$ cat src/hw/rtl/wim_pkg.sv
package wim_pkg;

    localparam int BufDepth = 1024;
    localparam int AddrW = $clog2(BufDepth);
    localparam int PtrW = AddrW + 1;
    localparam int PosW = 32;
    localparam int ValW = 32;
    localparam int CntW = 11;
    localparam int OpW = 2;
    localparam int CfgIdxW = 2;
    localparam int QueueDepth = 2;

    localparam logic [OpW-1:0] OpPush = 2'd0;
    localparam logic [OpW-1:0] OpEval = 2'd1;
    localparam logic [OpW-1:0] OpClear = 2'd2;

    localparam logic [CfgIdxW-1:0] CfgInit = 2'd0;
    localparam logic [CfgIdxW-1:0] CfgLength = 2'd1;
    localparam logic [CfgIdxW-1:0] CfgStep = 2'd2;

    localparam logic signed [ValW-1:0] ValMax = 32'sh7FFF_FFFF;
    localparam logic [PosW-1:0] PosMax = 32'hFFFF_FFFF;

    typedef enum logic [1:0] {
        t_cmd_push,
        t_cmd_eval,
        t_cmd_clear
    } t_cmd;

    typedef struct packed {
        t_cmd cmd;
        logic [PosW-1:0] rec_start;
        logic [PosW-1:0] rec_end;
        logic signed [ValW-1:0] rec_value;
    } t_entry;

    typedef enum logic [2:0] {
        S_IDLE,
        S_TAKE,
        S_DROP,
        S_RESCAN,
        S_EMIT
    } t_state;

    function automatic logic [PosW-1:0] sat_add(input logic [PosW-1:0] a,
                                                 input logic [PosW-1:0] b);
        logic [PosW:0] s;
        s = {1'b0, a} + {1'b0, b};
        return s[PosW] ? PosMax : s[PosW-1:0];
    endfunction

endpackage

$ cat src/hw/rtl/wim_in_if.sv
interface wim_in_if;
    logic valid;
    logic ready;
    logic [wim_pkg::OpW-1:0] op;
    logic [wim_pkg::PosW-1:0] rec_start;
    logic [wim_pkg::PosW-1:0] rec_end;
    logic signed [wim_pkg::ValW-1:0] rec_value;
    modport source(output valid, op, rec_start, rec_end, rec_value, input ready);
    modport sink(input valid, op, rec_start, rec_end, rec_value, output ready);
endinterface

$ cat src/hw/rtl/wim_front.sv
module wim_front (
    input  logic i_clk,
    input  logic i_rst_n,
    wim_in_if.sink in_ch,
    output logic o_q_valid,
    output wim_pkg::t_entry o_q_entry,
    input  logic i_q_pop
);

    wim_pkg::t_entry r_mem [wim_pkg::QueueDepth];
    logic r_wr;
    logic r_rd;
    logic [1:0] r_cnt;
    wim_pkg::t_entry w_entry;
    logic w_push;

    always_comb begin
        w_entry.rec_start = in_ch.rec_start;
        w_entry.rec_end = in_ch.rec_end;
        w_entry.rec_value = in_ch.rec_value;
        unique case (in_ch.op)
            wim_pkg::OpPush:  w_entry.cmd = wim_pkg::t_cmd_push;
            wim_pkg::OpEval:  w_entry.cmd = wim_pkg::t_cmd_eval;
            default:          w_entry.cmd = wim_pkg::t_cmd_clear;
        endcase
    end

    assign in_ch.ready = (r_cnt != 2'd2);
    assign w_push = in_ch.valid && in_ch.ready &&
                    (in_ch.op == wim_pkg::OpPush || in_ch.op == wim_pkg::OpEval ||
                     in_ch.op == wim_pkg::OpClear);
    assign o_q_valid = (r_cnt != 2'd0);
    assign o_q_entry = r_mem[r_rd];

    always_ff @(posedge i_clk) begin
        if (w_push) begin
            r_mem[r_wr] <= w_entry;
        end
        if (!i_rst_n) begin
            r_wr <= 1'b0;
            r_rd <= 1'b0;
            r_cnt <= 2'd0;
        end else begin
            if (w_push) r_wr <= ~r_wr;
            if (i_q_pop) r_rd <= ~r_rd;
            r_cnt <= r_cnt + {1'b0, w_push} - {1'b0, i_q_pop};
        end
    end

endmodule

$ cat src/flat_wrapper.sv
// flat-port wrapper written by rule: the top's interface ports become plain ports
module wim_front_flat 
  (i_clk, i_rst_n, o_q_valid, o_q_entry, i_q_pop, in_ch_valid, in_ch_op, in_ch_rec_start, in_ch_rec_end, in_ch_rec_value, in_ch_ready);
  wim_in_if in_ch_i ();
  input  logic i_clk;
  input  logic i_rst_n;
  output logic o_q_valid;
  output wim_pkg::t_entry o_q_entry;
  input  logic i_q_pop;
  input wire logic [$bits(in_ch_i.valid)-1:0] in_ch_valid;
  input wire logic [$bits(in_ch_i.op)-1:0] in_ch_op;
  input wire logic [$bits(in_ch_i.rec_start)-1:0] in_ch_rec_start;
  input wire logic [$bits(in_ch_i.rec_end)-1:0] in_ch_rec_end;
  input wire logic [$bits(in_ch_i.rec_value)-1:0] in_ch_rec_value;
  output wire logic [$bits(in_ch_i.ready)-1:0] in_ch_ready;
  assign in_ch_i.valid = in_ch_valid;
  assign in_ch_i.op = in_ch_op;
  assign in_ch_i.rec_start = in_ch_rec_start;
  assign in_ch_i.rec_end = in_ch_rec_end;
  assign in_ch_i.rec_value = in_ch_rec_value;
  assign in_ch_ready = in_ch_i.ready;
  wim_front u_core (.i_clk(i_clk), .i_rst_n(i_rst_n), .in_ch(in_ch_i), .o_q_valid(o_q_valid), .o_q_entry(o_q_entry), .i_q_pop(i_q_pop));
endmodule
$ cat config.mk
export PLATFORM = sky130hd
export DESIGN_NAME = wim_front_flat
export DESIGN_NICKNAME = d
export VERILOG_FILES = /design/src/hw/rtl/wim_pkg.sv /design/src/hw/rtl/wim_in_if.sv /design/src/hw/rtl/wim_front.sv /design/src/flat_wrapper.sv
export SDC_FILE = /design/constraint.sdc
export NUM_CORES = 1
export LEC_CHECK = 0
export ABC_CLOCK_PERIOD_IN_PS = 12800
export BUFFER_PORTS_ARGS = -buffer_cell sky130_fd_sc_hd__buf_2
export CORE_MARGIN = 3
export CORE_UTILIZATION = 52
export DETAILED_ROUTE_END_ITERATION = 10
export GPL_TIMING_DRIVEN = 0
export MAX_ROUTING_LAYER = met4
export PLACE_DENSITY = 0.79
export SLEW_MARGIN = 20
export SYNTH_ARGS = -nofsm -noshare
export SYNTH_HDL_FRONTEND = slang
export SYNTH_SLANG_ARGS = --single-unit
$ cat constraint.sdc
create_clock -name i_clk -period 12.8 [get_ports i_clk]
set_input_delay 1.92 -clock i_clk [delete_from_list [all_inputs] [get_ports i_clk]]
set_output_delay 1.92 -clock i_clk [all_outputs]
set_load 0.01 [all_outputs]
==> out/qor_table.md, run 1 <==
| Stage | Result | This run |
|:---|:---|:---|
| status | Outcome | completed |
| route | DR vias | 3889 |
| cts | TritonCTS clock tree | built |
| route | Post-DR wirelength/cell | 17.77 µm |
| yosys | Netlist area before placement | 7335 µm² |
| timing | Worst hold margin | 513.9 ps |
| global routing | Initial antenna violation count | 1 |
| power and ir drop | Power density cells | 160.7 nW/µm² |
| cts | CTS buffer count | 20 |
| timing | Slew at the pin with the worst max-slew slack | 500.0 ps |
| worst setup path | Critical-path maximum fanout | 10 |
| timing | Endpoints failing hold | 0 |
| cts | Count of hold-fix buffers inserted at cts | 0 |
| floorplanning | Total Die Area | 15570 µm² |
| timing | # setup viols final | 0 |
| timing | Total count of max-transition violations in the final report | 0 |
| floorplanning | Standard-cell row count | 42 |
| place | DP HPWL | 9943 µm |
| timing | Min Tclk post-route | 3707 ps |
| floorplanning | Core Box Area | 13510 µm² |
| timing | Final worst-path setup slack | 9093 ps |
| cts | Setup Buffers After CTS | 0 |
| yosys | Post-synth EDFFs | 196 |
| yosys | Gate count of the mapped netlist | 334 |
| floorplanning | Effective utilization at floorplan | 0.5431 |
| yosys | Biggest area contributors in the synthesized netlist | sky130_fd_sc_hd__edfxtp_1 (80%), sky130_fd_sc_hd__mux2_2 (15%), sky130_fd_sc_hd__dfxtp_1 (1.4%), sky130_fd_sc_hd__buf_6 (0.77%), sky130_fd_sc_hd__buf_2 (0.48%) |
| place | Setup Slack @ Placement | 8737 ps |
| yosys | Synthesized netlist net count | 437 |
| floorplanning | Die Wd | 124.8 µm |
| global routing | Remaining Overflow, GRT | 0 |
| final layout | Layout overhead on the synthesized area | 28.05% |
| place | Buffers added on ports | 201 |
| yosys | Fraction of the mapped netlist area in compound gates | 0.005629 |
| worst setup path | Number of buffers and inverters on the critical path | 4 |
| place | GPL Wtd Cong | 0.7653 |
| yosys | Average cell area after synthesis | 21.96 µm² |
| yosys | Area share of fa/ha/maj cells after synthesis | 0.001706 |
| global routing | Maximum number of pins on one net before global-route repair | 15 |
| route | Post-route DRC violation count | 0 |
| worst setup path | Category of the critical setup timing path | register to output pin |
| yosys | Distinct cells, synth | 20 |
| yosys | Most numerous cell in the Yosys netlist | sky130_fd_sc_hd__edfxtp_1 |
| worst setup path | Worst setup SP type | register |
| cts | Max clock buf depth | 3 |
| yosys | Library cell with the largest summed area after synthesis | sky130_fd_sc_hd__edfxtp_1 |
| worst setup path | Worst path max stage delay | 350 ps |
| power and ir drop | Total Power | 1.509 mW |
| worst hold path | Hold depth | 2 |
| global routing | First-pass GRT wire length | 22060 µm |
| power and ir drop | Static leakage power | 3.561 nW |
| worst setup path | Arr. time, crit path | 1790 ps |
| yosys | XOR/XNOR share of the synthesized area | 0.002388 |
| worst hold path | Min-delay worst type | register to register |
| yosys | Sequential fraction of the synthesis area | 0.8161 |
| worst setup path | Stages on the worst setup path | 5 |
| cts | Number of sinks handled by clock tree synthesis | 201 |
| worst setup path | Element type at the critical path end | output pin |
| timing | Unrepaired setup endpoints after global routing | false |
| yosys | Simple-gate portion of the synthesized area | 0.009212 |
| cts | Depth of the CTS H-tree | 1 |
| final layout | Layout cell share with drive strength beyond 1 | 0.6118 |
| worst setup path | Slowest cell on crit path | sky130_fd_sc_hd__mux2_2 |
| timing | Share of the clock period used by the worst path after layout | 0.2896 |
| cts | Clock transition at path regs | 60 ps |
| route | Routed Antenna Nets | 0 |
| power and ir drop | Worst supply voltage drop on vdd | 0.0001138 V |
| floorplanning | Total I/O pin count | 202 |
| worst setup path | Number of cells on the worst reg-to-reg path | 8 |
| route | Number of detailed-routing iterations run before antenna repair | 4 |
| yosys | Dominant combinational cell family by area after synthesis | multiplexers |
| cts | Number of gates given a new drive strength after cts | 0 |
| route | Wirelength, routed | 13720 µm |
| global routing | GR Util All Layers | 0.1807 |
| job | Number of violations of the max-capacitance limit | 0 |
| global routing | Via count of the first global-routing pass | 4265 |
| final layout | # nets final | 684 |
| cts | Clock tree root driver cell | sky130_fd_sc_hd__clkbuf_16 |
| timing | Peak Freq | 269.7 MHz |
| yosys | Top flip-flop cell by instance count after synthesis | sky130_fd_sc_hd__edfxtp_1 |
| worst setup path | Worst Path Required | 10880 ps |
| worst setup path | Cell with the most instances on the worst path | sky130_fd_sc_hd__buf_6 |
| floorplanning | Die outline height | 124.8 µm |
| worst setup path | Cells along the critical path | buf_6 -> buf_6 -> buf_6 -> mux2_2 -> buf_2 |
| yosys | Number of flip-flops and latches in the synthesized netlist | 201 |
| yosys | Most numerous cell types in the synthesized netlist | sky130_fd_sc_hd__edfxtp_1 (196), sky130_fd_sc_hd__mux2_2 (96), sky130_fd_sc_hd__buf_2 (7), sky130_fd_sc_hd__buf_6 (5), sky130_fd_sc_hd__dfxtp_1 (5) |
| timing | Relative max-transition margin | 0.6649 |
| yosys | Share of flip-flops with an asynchronous set or reset | 0 |
| timing | Worst-case clock skew | 4.326 ps |
| route | 1st-iter DRT viols | 188 |
| yosys | Area share of the largest cell type after synthesis | 0.8025 |
| cts | Worst skew pair latency | 470 ps |
| worst setup path | Delay-heaviest family, CP | buffers and inverters |
| yosys | Mux contribution to synthesized area | 0.1505 |
| route | Vias per std cell | 5.038 |
| yosys | Number of warnings reported in the yosys synthesis log | 0 |
==> metrics by stage <==
step / TNS [ps] / utilization / instance area (µm²) / std cells
final: 0 / 0.6954 / 9392 / 772
after global placement: -60350 / 0.6339 / 8561 / 711
after CTS: 0 / 0.6952 / 9389 / 771
after global routing: 0 / 0.6954 / 9392 / 772
after floorplan: 0 / - / 7335 / 334
after detailed placement: 0 / 0.6502 / 8781 / 735
==> sequential cells by signal, indices dropped and copies added (netlist names), named ones only <==
register and count:
u_core.r_mem 196, u_core.r_rd 1, u_core.r_cnt 2, u_core.r_wr 1
==> worst min-delay path: stages (launching register included) <==
cell	delay, ps
sky130_fd_sc_hd__dfxtp_1	320
sky130_fd_sc_hd__xnor2_1	80
sky130_fd_sc_hd__nor2_1	70
==> layout make-up <==
type                       instances  area [µm²]
antenna                            1       2.502
multi-input combinational        117        1252
tap                              176       220.2
fill                             902        4114
clock inverter                     7       32.53
timing repair buffer             225        1216
clock buffer                      29       575.6
inverter                           3       11.26
buffer                            13       95.09
sequential                       201        5986
==> cell usage in the layout, fill, tap and decap left out, drive strengths merged <==
cell,instances
nor4,1
or2,1
xnor2,2
o31a,1
clkbuf,30
dfxtp,5
clkinv,6
nor3b,1
inv,3
edfxtp,196
nor3,4
a21bo,1
ha,1
nor2b,2
clkinvlp,1
buf,237
o21a,3
mux2,98
nor2,2
diode,1
==> cells by family (layout without fill, tap and decap cells) <==
logic type | after synthesis | after routing
flip-flops | 201 | 201
multiplexers | 98 | 98
buffers and inverters | 16 | 277
AND/OR/NAND/NOR | 11 | 11
AO/OA/AOI/OAI | 5 | 5
XOR/XNOR | 2 | 2
adder cells (fa/ha/maj) | 1 | 1
other | 0 | 1
==> report_power, final <==
group,total (mW),internal [mW],switching (mW)
combinational,0.195,0.0937,0.101
clock,0.528,0.311,0.217
sequential,0.786,0.775,0.0107
==> routing by layer <==
layer,wire length [µm],share of wire,GRT usage
met1,5263,0.38,0.2084
met2,7051,0.51,0.3085
met3,1138,0.083,0.05660
met4,268,0.020,0.04771
met5,0,0,-
==> worst paths after layout <==
check                  start                   to  slack, ps
max                 register        o_q_entry[86]       9090
min              u_core.r_rd          u_core.r_rd        510
max reg2reg  u_core.r_cnt[1]  u_core.r_mem[0][57]      10480
min reg2reg      u_core.r_rd          u_core.r_rd        510
Power figures use the tool's default switching activity.
==> run 2, diff against run 1 <==
--- a/config.mk
+++ b/config.mk
@@ -5,14 +5,14 @@
 export SDC_FILE = /design/constraint.sdc
 export NUM_CORES = 1
 export LEC_CHECK = 0
-export ABC_CLOCK_PERIOD_IN_PS = 12800
+export ABC_CLOCK_PERIOD_IN_PS = 3100
 export BUFFER_PORTS_ARGS = -buffer_cell sky130_fd_sc_hd__buf_2
 export CORE_MARGIN = 3
-export CORE_UTILIZATION = 52
+export CORE_UTILIZATION = 47
 export DETAILED_ROUTE_END_ITERATION = 10
 export GPL_TIMING_DRIVEN = 0
 export MAX_ROUTING_LAYER = met4
-export PLACE_DENSITY = 0.79
+export PLACE_DENSITY = 0.76
 export SLEW_MARGIN = 20
 export SYNTH_ARGS = -nofsm -noshare
 export SYNTH_HDL_FRONTEND = slang
==> constraint.sdc (replaced) <==
create_clock -name i_clk -period 3.1 [get_ports i_clk]
set_input_delay 0.465 -clock i_clk [delete_from_list [all_inputs] [get_ports i_clk]]
set_output_delay 0.465 -clock i_clk [all_outputs]
set_load 0.01 [all_outputs]
==> run 2 against run 1 <==
  * Non-clock buffer count decreased by 10
  * Critical endpoint is now o_q_entry[87]
  * Final area rose by 0.61%
  * Clock-buffer cell count fell by 4
  * Clock power grew to 4.2 times the previous value
  * Largest power group unchanged
  * Wire length up 1.4%
  * Highest routed layer unchanged
==> out/qor_table.md, run 2 (synthesized netlist as in run 1, its figures left out) <==
| Stage | Result | This run | Change |
|:---|:---|:---|:---|
| floorplanning | Standard-cell row count | 45 | +7.1% |
| global routing | Most crowded layer after global routing | met2 |  |
| floorplanning | Die outline height | 130.9 µm | +4.9% |
| worst setup path | Cells along the critical path | buf_6 -> buf_6 -> buf_6 -> mux2_2 -> buf_2 |  |
| final layout | Number of flip-flops under the largest register name | 196 | unchanged |
| global routing | Met3 demand-to-capacity share in global routing | 0.04797 | -0.008636 |
| floorplanning | Total I/O pin count | 202 | unchanged |
| cts | Number of sinks handled by clock tree synthesis | 201 | unchanged |
| cts | CTS buffer count | 21 | +5.0% |
| power and ir drop | Power density cells | 666.5 nW/µm² | +310% |
| place | Standard cell area after detailed placement | 8833 µm² | +0.60% |
| place | Buffers added on ports | 201 | unchanged |
| timing | Peak Freq | 439.2 MHz |  |
| worst setup path | Category of the critical setup timing path | register to output pin |  |
| place | GPL Wtd Cong | 0.7608 | -0.59% |
| worst setup path | Arr. time, crit path | 1810 ps | +20 ps |
| cts | Clock tree root driver cell | sky130_fd_sc_hd__clkbuf_16 |  |
| floorplanning | Core Box Area | 15260 µm² | +13% |
| global routing | Remaining Overflow, GRT | 0 | unchanged |
| worst setup path | Worst Path Required | 2630 ps | -8250 ps |
| global routing | GR Util All Layers | 0.1587 | -0.02199 |
| global routing | Initial antenna violation count | 0 | -1 |
| final layout | # nets final | 675 | -1.3% |
| global routing | Met1 capacity usage during global routing | 0.1755 | -0.03289 |
| timing | Min Tclk post-route | 2277 ps |  |
| worst setup path | Number of cells on the worst reg-to-reg path | 6 | -2 |
| power and ir drop | Static leakage power | 3.538 nW | -0.65% |
| route | Number of detailed-routing iterations run before antenna repair | 4 | unchanged |
| global routing | First-pass GRT wire length | 20430 µm | -7.4% |
| power and ir drop | Worst supply voltage drop on vdd | 0.0004821 V | +320% |
| cts | Setup Buffers After CTS | 0 | unchanged |
| route | 1st-iter DRT viols | 215 | +14% |
| timing | Final worst-path setup slack | 823.3 ps | -8269 ps |
| worst hold path | Hold depth | 1 | -1 |
| power and ir drop | Switching share of power | 0.2204 | +0.002387 |
| cts | Clock transition at path regs | 60 ps | about the same |
| cts | Depth of the CTS H-tree | 1 | unchanged |
| worst setup path | Worst path max stage delay | 350 ps | about the same |
| place | DP HPWL | 9949 µm | about the same |
| cts | Number of gates given a new drive strength after cts | 0 | unchanged |
| power and ir drop | Internal power | 4.910 mW | +320% |
| power and ir drop | Power dissipated by switching net loads | 1.388 mW | +320% |
| power and ir drop | Fraction of power consumed by combinational cells | 0.129 | about the same |
| worst setup path | Reg-to-reg setup timing slack | 1060 ps | -9420 ps |
| route | Post-route DRC violation count | 0 | unchanged |
| route | Post-DR wirelength/cell | 17.46 µm | -1.8% |
| timing | # setup viols final | 0 | unchanged |
| cts | Max clock buf depth | 3 | unchanged |
| final layout | Antenna diode count | 0 | -1 |
| power and ir drop | Sequential group share of total power | 0.515 | -0.006 |
| cts | Count of hold-fix buffers inserted at cts | 0 | unchanged |
| final layout | Layout cell share with drive strength beyond 1 | 0.6024 | -0.009376 |
| timing | Total count of max-transition violations in the final report | 0 | unchanged |
| timing | Endpoints failing hold | 0 | unchanged |
| worst setup path | Critical-path maximum fanout | 10 | unchanged |
| floorplanning | Total Die Area | 17140 µm² | +10% |
| status | Outcome | completed |  |
| power and ir drop | Power share of the clock group | 0.356 | +0.006 |
| floorplanning | Die Wd | 130.9 µm | +4.9% |
| floorplanning | Effective utilization at floorplan | 0.4807 | -0.06239 |
| worst setup path | Slowest cell on crit path | sky130_fd_sc_hd__mux2_2 |  |
| worst setup path | Cell with the most instances on the worst path | sky130_fd_sc_hd__buf_6 |  |
| timing | Slew at the pin with the worst max-slew slack | 547.5 ps | +47.55 ps |
| worst setup path | Worst setup SP type | register |  |
| timing | Worst-case clock skew | 4.006 ps | -0.3199 ps |
| route | Routed Antenna Nets | 0 | unchanged |
| cts | TritonCTS clock tree | built |  |
| global routing | Via count of the first global-routing pass | 4088 | -4.2% |
| final layout | Commonest cells after routing, fill and taps aside | sky130_fd_sc_hd__buf_2 (208), sky130_fd_sc_hd__edfxtp_1 (196), sky130_fd_sc_hd__mux2_2 (96) |  |
| cts | Worst skew pair latency | 480 ps | about the same |
| global routing | Global-route track usage on met2 | 0.2816 | -0.02693 |
| job | Number of violations of the max-capacitance limit | 0 | unchanged |
| global routing | Maximum number of pins on one net before global-route repair | 18 | +3 |
| final layout | Most frequent standard cell in the layout excluding fill and tap cells | sky130_fd_sc_hd__buf_2 |  |
| worst hold path | Min-delay worst type | input port to register |  |
| route | Vias per std cell | 4.816 | -4.4% |
| final layout | Regs by FF count | u_core.r_mem (196), u_core.r_cnt (2) |  |
| place | Setup Slack @ Placement | 779.1 ps | -7957 ps |
| route | Wirelength, routed | 13910 µm | +1.4% |
| timing | Worst hold margin | 177.1 ps | -336.8 ps |
| worst setup path | Element type at the critical path end | output pin |  |
| final layout | Count of filler cells inserted in the layout | 1102 | +22% |
| route | DR vias | 3838 | -1.3% |
| final layout | Layout overhead on the synthesized area | 28.83% |  |
| final layout | Reg with most FFs | u_core.r_mem |  |
| final layout | Area of all placed cells without fillers | 9449 µm² | +0.61% |
| timing | Relative max-transition margin | 0.6346 | -0.03027 |
| timing | Unrepaired setup endpoints after global routing | false |  |
| timing | Share of the clock period used by the worst path after layout | 0.7344 |  |
## run 2: stage by stage
stage               power (mW)  utilization  TNS, ps  std cells
global route             6.569       0.6193        0        797
finish                   6.298       0.6193        0        797
CTS                      6.387       0.6193        0        797
global placement         4.053       0.5658  -326130        746
detailed placement       4.127       0.5789        0        760
floorplan                3.751            -   -94570        334
## run 2: power by group through the flow
| stage | Clock [mW] | Combinational (mW) | Sequential [mW] |
|---|---|---|---|
| after floorplan | 0 | 0.449 | 3.30 |
| after global placement | 0 | 0.741 | 3.31 |
| after detailed placement | 0 | 0.825 | 3.30 |
| after CTS | 2.31 | 0.832 | 3.25 |
| after global routing | 2.43 | 0.885 | 3.26 |
| final | 2.24 | 0.815 | 3.24 |
## run 2: worst max-delay path, delay by kind of cell (launching register included)
family                 cells  cell delay [ps]
multiplexers               1              350
flip-flops                 1              330
buffers and inverters      4              650
## run 2: metal layers
| metal | part of all wire | wire (µm) |
|---|---|---|
| met5 | 0 | 0 |
| met2 | 0.53 | 7325 |
| met3 | 0.080 | 1109 |
| met4 | 0.020 | 280 |
| met1 | 0.37 | 5200 |
## run 2: layout make-up
cell class,instances,area [µm²],area share
flip-flops and latches,201,5986,0.6335
inverters,3,11.26,0.001192
plain buffers,13,95.09,0.01006
repair buffers,215,1206,0.1276
multi-input cells,117,1271,0.1345
clock inverters,12,75.07,0.007945
well taps,211,264.0,0.02794
clock buffers,25,540.5,0.05720
## run 2: final timing paths
check | startpoint | endpoint
setup reg to reg | u_core.r_cnt[1] | u_core.r_mem[1][80]
hold reg to reg | u_core.r_rd | u_core.r_rd
hold / removal | in_ch_rec_end[21] | u_core.r_mem[1][53]
setup / recovery | register | o_q_entry[87]
==> run 3, diff against run 2 <==
--- a/config.mk
+++ b/config.mk
@@ -5,7 +5,7 @@
 export SDC_FILE = /design/constraint.sdc
 export NUM_CORES = 1
 export LEC_CHECK = 0
-export ABC_CLOCK_PERIOD_IN_PS = 3100
+export ABC_CLOCK_PERIOD_IN_PS = 2000
 export BUFFER_PORTS_ARGS = -buffer_cell sky130_fd_sc_hd__buf_2
 export CORE_MARGIN = 3
 export CORE_UTILIZATION = 47
==> constraint.sdc (replaced) <==
create_clock -name i_clk -period 2 [get_ports i_clk]
set_input_delay 0.3 -clock i_clk [delete_from_list [all_inputs] [get_ports i_clk]]
set_output_delay 0.3 -clock i_clk [all_outputs]
set_load 0.01 [all_outputs]
==> run 3 against run 2 <==
  * Wire length grew 13%
  * Register-to-register slack lost 870 ps
  * Worst setup slack lost 820 ps
  * Core utilization grew 8.0 points
  * Sequential share of layout area shrank 7.2 points
  * Clock-buffer cell count grew 2
  * Critical path depth is the same
  * First-iteration DRC count grew 10%
  * Global-route usage grew 1.4 points
  * Hold slack lost 160 ps
  * Final area grew 13%
  * Critical endpoint is now o_q_entry[92]
  * Largest cell class unchanged
==> out/qor_table.md, run 3 (synthesized netlist as in run 1, its figures left out) <==
| Stage | Result | This run | Change |
|:---|:---|:---|:---|
| route | Vias per std cell | 4.794 | -0.44% |
| timing | Endpoints failing hold | 0 | unchanged |
| route | Routed Antenna Nets | 0 | unchanged |
| timing | Peak Freq | 501.8 MHz |  |
| final layout | Non-filler instance count after layout | 885 | +11% |
| floorplanning | Die Wd | 130.9 µm | unchanged |
| power and ir drop | Switching share of power | 0.2236 | +0.003226 |
| final layout | Regs by FF count | u_core.r_mem (196), u_core.r_cnt (2) |  |
| timing | Share of the clock period used by the worst path after layout | 0.9963 |  |
| cts | Worst skew pair latency | 480 ps | about the same |
| global routing | Initial antenna violation count | 0 | unchanged |
| final layout | Most frequent standard cell in the layout excluding fill and tap cells | sky130_fd_sc_hd__edfxtp_1 |  |
| power and ir drop | Power share of the clock group | 0.335 | -0.021 |
| final layout | Antenna diode count | 0 | unchanged |
| global routing | Maximum number of pins on one net before global-route repair | 18 | unchanged |
| status | Outcome | completed |  |
| worst hold path | Min-delay worst type | input port to register |  |
| final layout | Layout cell share with drive strength beyond 1 | 0.5415 | -0.06085 |
| global routing | First-pass GRT wire length | 22200 µm | +8.7% |
| power and ir drop | Power density cells | 937.5 nW/µm² | +41% |
| final layout | Reg with most FFs | u_core.r_mem |  |
| final layout | Commonest cells after routing, fill and taps aside | sky130_fd_sc_hd__edfxtp_1 (196), sky130_fd_sc_hd__buf_2 (173), sky130_fd_sc_hd__dlygate4sd3_1 (83) |  |
| floorplanning | Total Die Area | 17140 µm² | unchanged |
| place | Number of cells after detailed placement | 760 | unchanged |
| place | DP HPWL | 9864 µm | -0.86% |
| cts | Clock tree root driver cell | sky130_fd_sc_hd__clkbuf_16 |  |
| worst setup path | Worst setup SP type | register |  |
| route | 1st-iter DRT viols | 237 | +10% |
| route | Post-DR wirelength/cell | 17.74 µm | +1.6% |
| power and ir drop | Power dissipated by switching net loads | 2.237 mW | +61% |
| final layout | Area of all placed cells without fillers | 10670 µm² | +13% |
| power and ir drop | Sequential group share of total power | 0.504 | -0.011 |
| place | Standard cell area after detailed placement | 8833 µm² | unchanged |
| floorplanning | Total I/O pin count | 202 | unchanged |
| worst setup path | Slowest cell on crit path | sky130_fd_sc_hd__dfxtp_2 |  |
| global routing | Remaining Overflow, GRT | 0 | unchanged |
| cts | Number of sinks handled by clock tree synthesis | 201 | unchanged |
| route | Post-route DRC violation count | 0 | unchanged |
| timing | Slew at the pin with the worst max-slew slack | 334.3 ps | -213.2 ps |
| timing | Total count of max-transition violations in the final report | 0 | unchanged |
| final layout | Number of flip-flops under the largest register name | 196 | unchanged |
| worst setup path | Element type at the critical path end | output pin |  |
| power and ir drop | Worst supply voltage drop on vdd | 0.0009548 V | +98% |
| cts | Depth of the CTS H-tree | 1 | unchanged |
| final layout | # nets final | 766 | +13% |
| power and ir drop | Fraction of power consumed by combinational cells | 0.161 | +0.032 |
| global routing | GR Util All Layers | 0.1729 | +0.01423 |
| job | Number of violations of the max-capacitance limit | 0 | unchanged |
| place | GPL Wtd Cong | 0.7340 | -3.5% |
| route | DR vias | 4243 | +11% |
| floorplanning | Die outline height | 130.9 µm | unchanged |
| worst setup path | Critical-path maximum fanout | 8 | -2 |
| worst setup path | Worst path max stage delay | 340 ps | about the same |
| global routing | Via count of the first global-routing pass | 4505 | +10% |
| power and ir drop | Static leakage power | 4.083 nW | +15% |
| power and ir drop | Internal power | 7.767 mW | +58% |
| timing | Min Tclk post-route | 1993 ps |  |
| timing | Worst hold margin | 20.33 ps | -156.8 ps |
| route | Number of detailed-routing iterations run before antenna repair | 4 | unchanged |
| timing | # setup viols final | 0 | unchanged |
| final layout | Layout overhead on the synthesized area | 45.50% |  |
| place | Buffers added on ports | 201 | unchanged |
| cts | Clock transition at path regs | 60 ps | about the same |
| worst setup path | Cell with the most instances on the worst path | sky130_fd_sc_hd__buf_12 |  |
| cts | TritonCTS clock tree | built |  |
| final layout | Count of filler cells inserted in the layout | 972 | -12% |
| worst setup path | Category of the critical setup timing path | register to output pin |  |
| worst setup path | Worst Path Required | 1700 ps | -930 ps |
| floorplanning | Effective utilization at floorplan | 0.4807 | unchanged |
| worst setup path | Arr. time, crit path | 1690 ps | -120 ps |
| cts | CTS buffer count | 21 | unchanged |
| floorplanning | Standard-cell row count | 45 | unchanged |
| route | Wirelength, routed | 15700 µm | +13% |
| worst setup path | Cells along the critical path | buf_12 -> buf_12 -> clkbuf_16 -> mux2_4 -> buf_6 |  |
| timing | Worst-case clock skew | 10.09 ps | +6.082 ps |
| cts | Max clock buf depth | 3 | unchanged |
| timing | Unrepaired setup endpoints after global routing | true |  |
| timing | Relative max-transition margin | 0.7764 | +0.1418 |
| floorplanning | Core Box Area | 15260 µm² | unchanged |
run 3: changes by cell type in the layout (fill, tap and decap cells not counted), moves of 5 or more:
cell / previous run / this run
sky130_fd_sc_hd__buf_2: 208 / 173
sky130_fd_sc_hd__buf_4: 0 / 11
sky130_fd_sc_hd__buf_6: 11 / 34
sky130_fd_sc_hd__clkinv_1: 8 / 3
sky130_fd_sc_hd__dlygate4sd3_1: 0 / 83
sky130_fd_sc_hd__mux2_2: 96 / 74
sky130_fd_sc_hd__mux2_4: 0 / 24
run 3: path summary, 6_finish.rpt:
check / startpoint / endpoint / slack [ps] / cells after the start
worst min register to register: u_core.r_rd / register / 530 / 2
worst min-delay path: in_ch_rec_end[23] / u_core.r_mem[1][55] / 20 / 1
worst max register to register: u_core.r_cnt[1] / u_core.r_mem[0][81] / 190 / 6
worst max-delay path: register / o_q_entry[92] / 7 / 5
run 3: worst max-delay path: cells and delay by family, from the launching register on:
kind	cells	cell delay (ps)
flip-flops	1	340
buffers and inverters	4	550
multiplexers	1	310
run 3: area by class of cell:
type	count	area [µm²]	area share
flip-flops and latches	201	5988	0.5611
repair buffers	306	2313	0.2168
multi-input cells	117	1361	0.1276
clock buffers	27	548.0	0.05135
well taps	211	264.0	0.02474
plain buffers	13	147.6	0.01384
clock inverters	7	37.54	0.003517
inverters	3	11.26	0.001055
run 3: what timing repair did:
item | in CTS | in global routing
pin swaps | 1 | 0
buffers inserted | 5 | 1
cloned | 0 | 2
endpoints found under the hold margin | 149 | 11
hold buffers | 77 | 6
endpoints found under the setup margin | 104 | 94
resized for setup | 45 | 32
run 3: power groups by stage:
stage	combinational, mW	clock, mW	sequential [mW]
5_1_grt	1.73	3.63	5.06
6_report	1.61	3.35	5.04
3_3_place_gp	1.15	0	5.14
3_5_place_dp	1.28	0	5.12
4_1_cts	1.53	3.45	5.03
2_1_floorplan	0.697	0	5.12
run 3: stage by stage:
stage	setup slack (ps)	util	power, mW	TNS (ps)
4_1_cts	-45.31	0.6841	10.01	-342.9
6_report	7.334	0.6994	10.00	0
2_1_floorplan	-1509	-	5.815	-283130
3_5_place_dp	-191.9	0.5789	6.398	-2701
3_3_place_gp	-2806	0.5659	6.290	-528140
5_1_grt	-68.37	0.6994	10.41	-2031
run 3: metal layers:
layer / routed length [µm] / global-route usage / vias to the layer above
met5: 0 / - / -
met4: 234 / 0.03448 / 0
met3: 926 / 0.04350 / 16
met2: 8308 / 0.3080 / 157
met1: 6229 / 0.1996 / 2089
li1: - / - / 1981
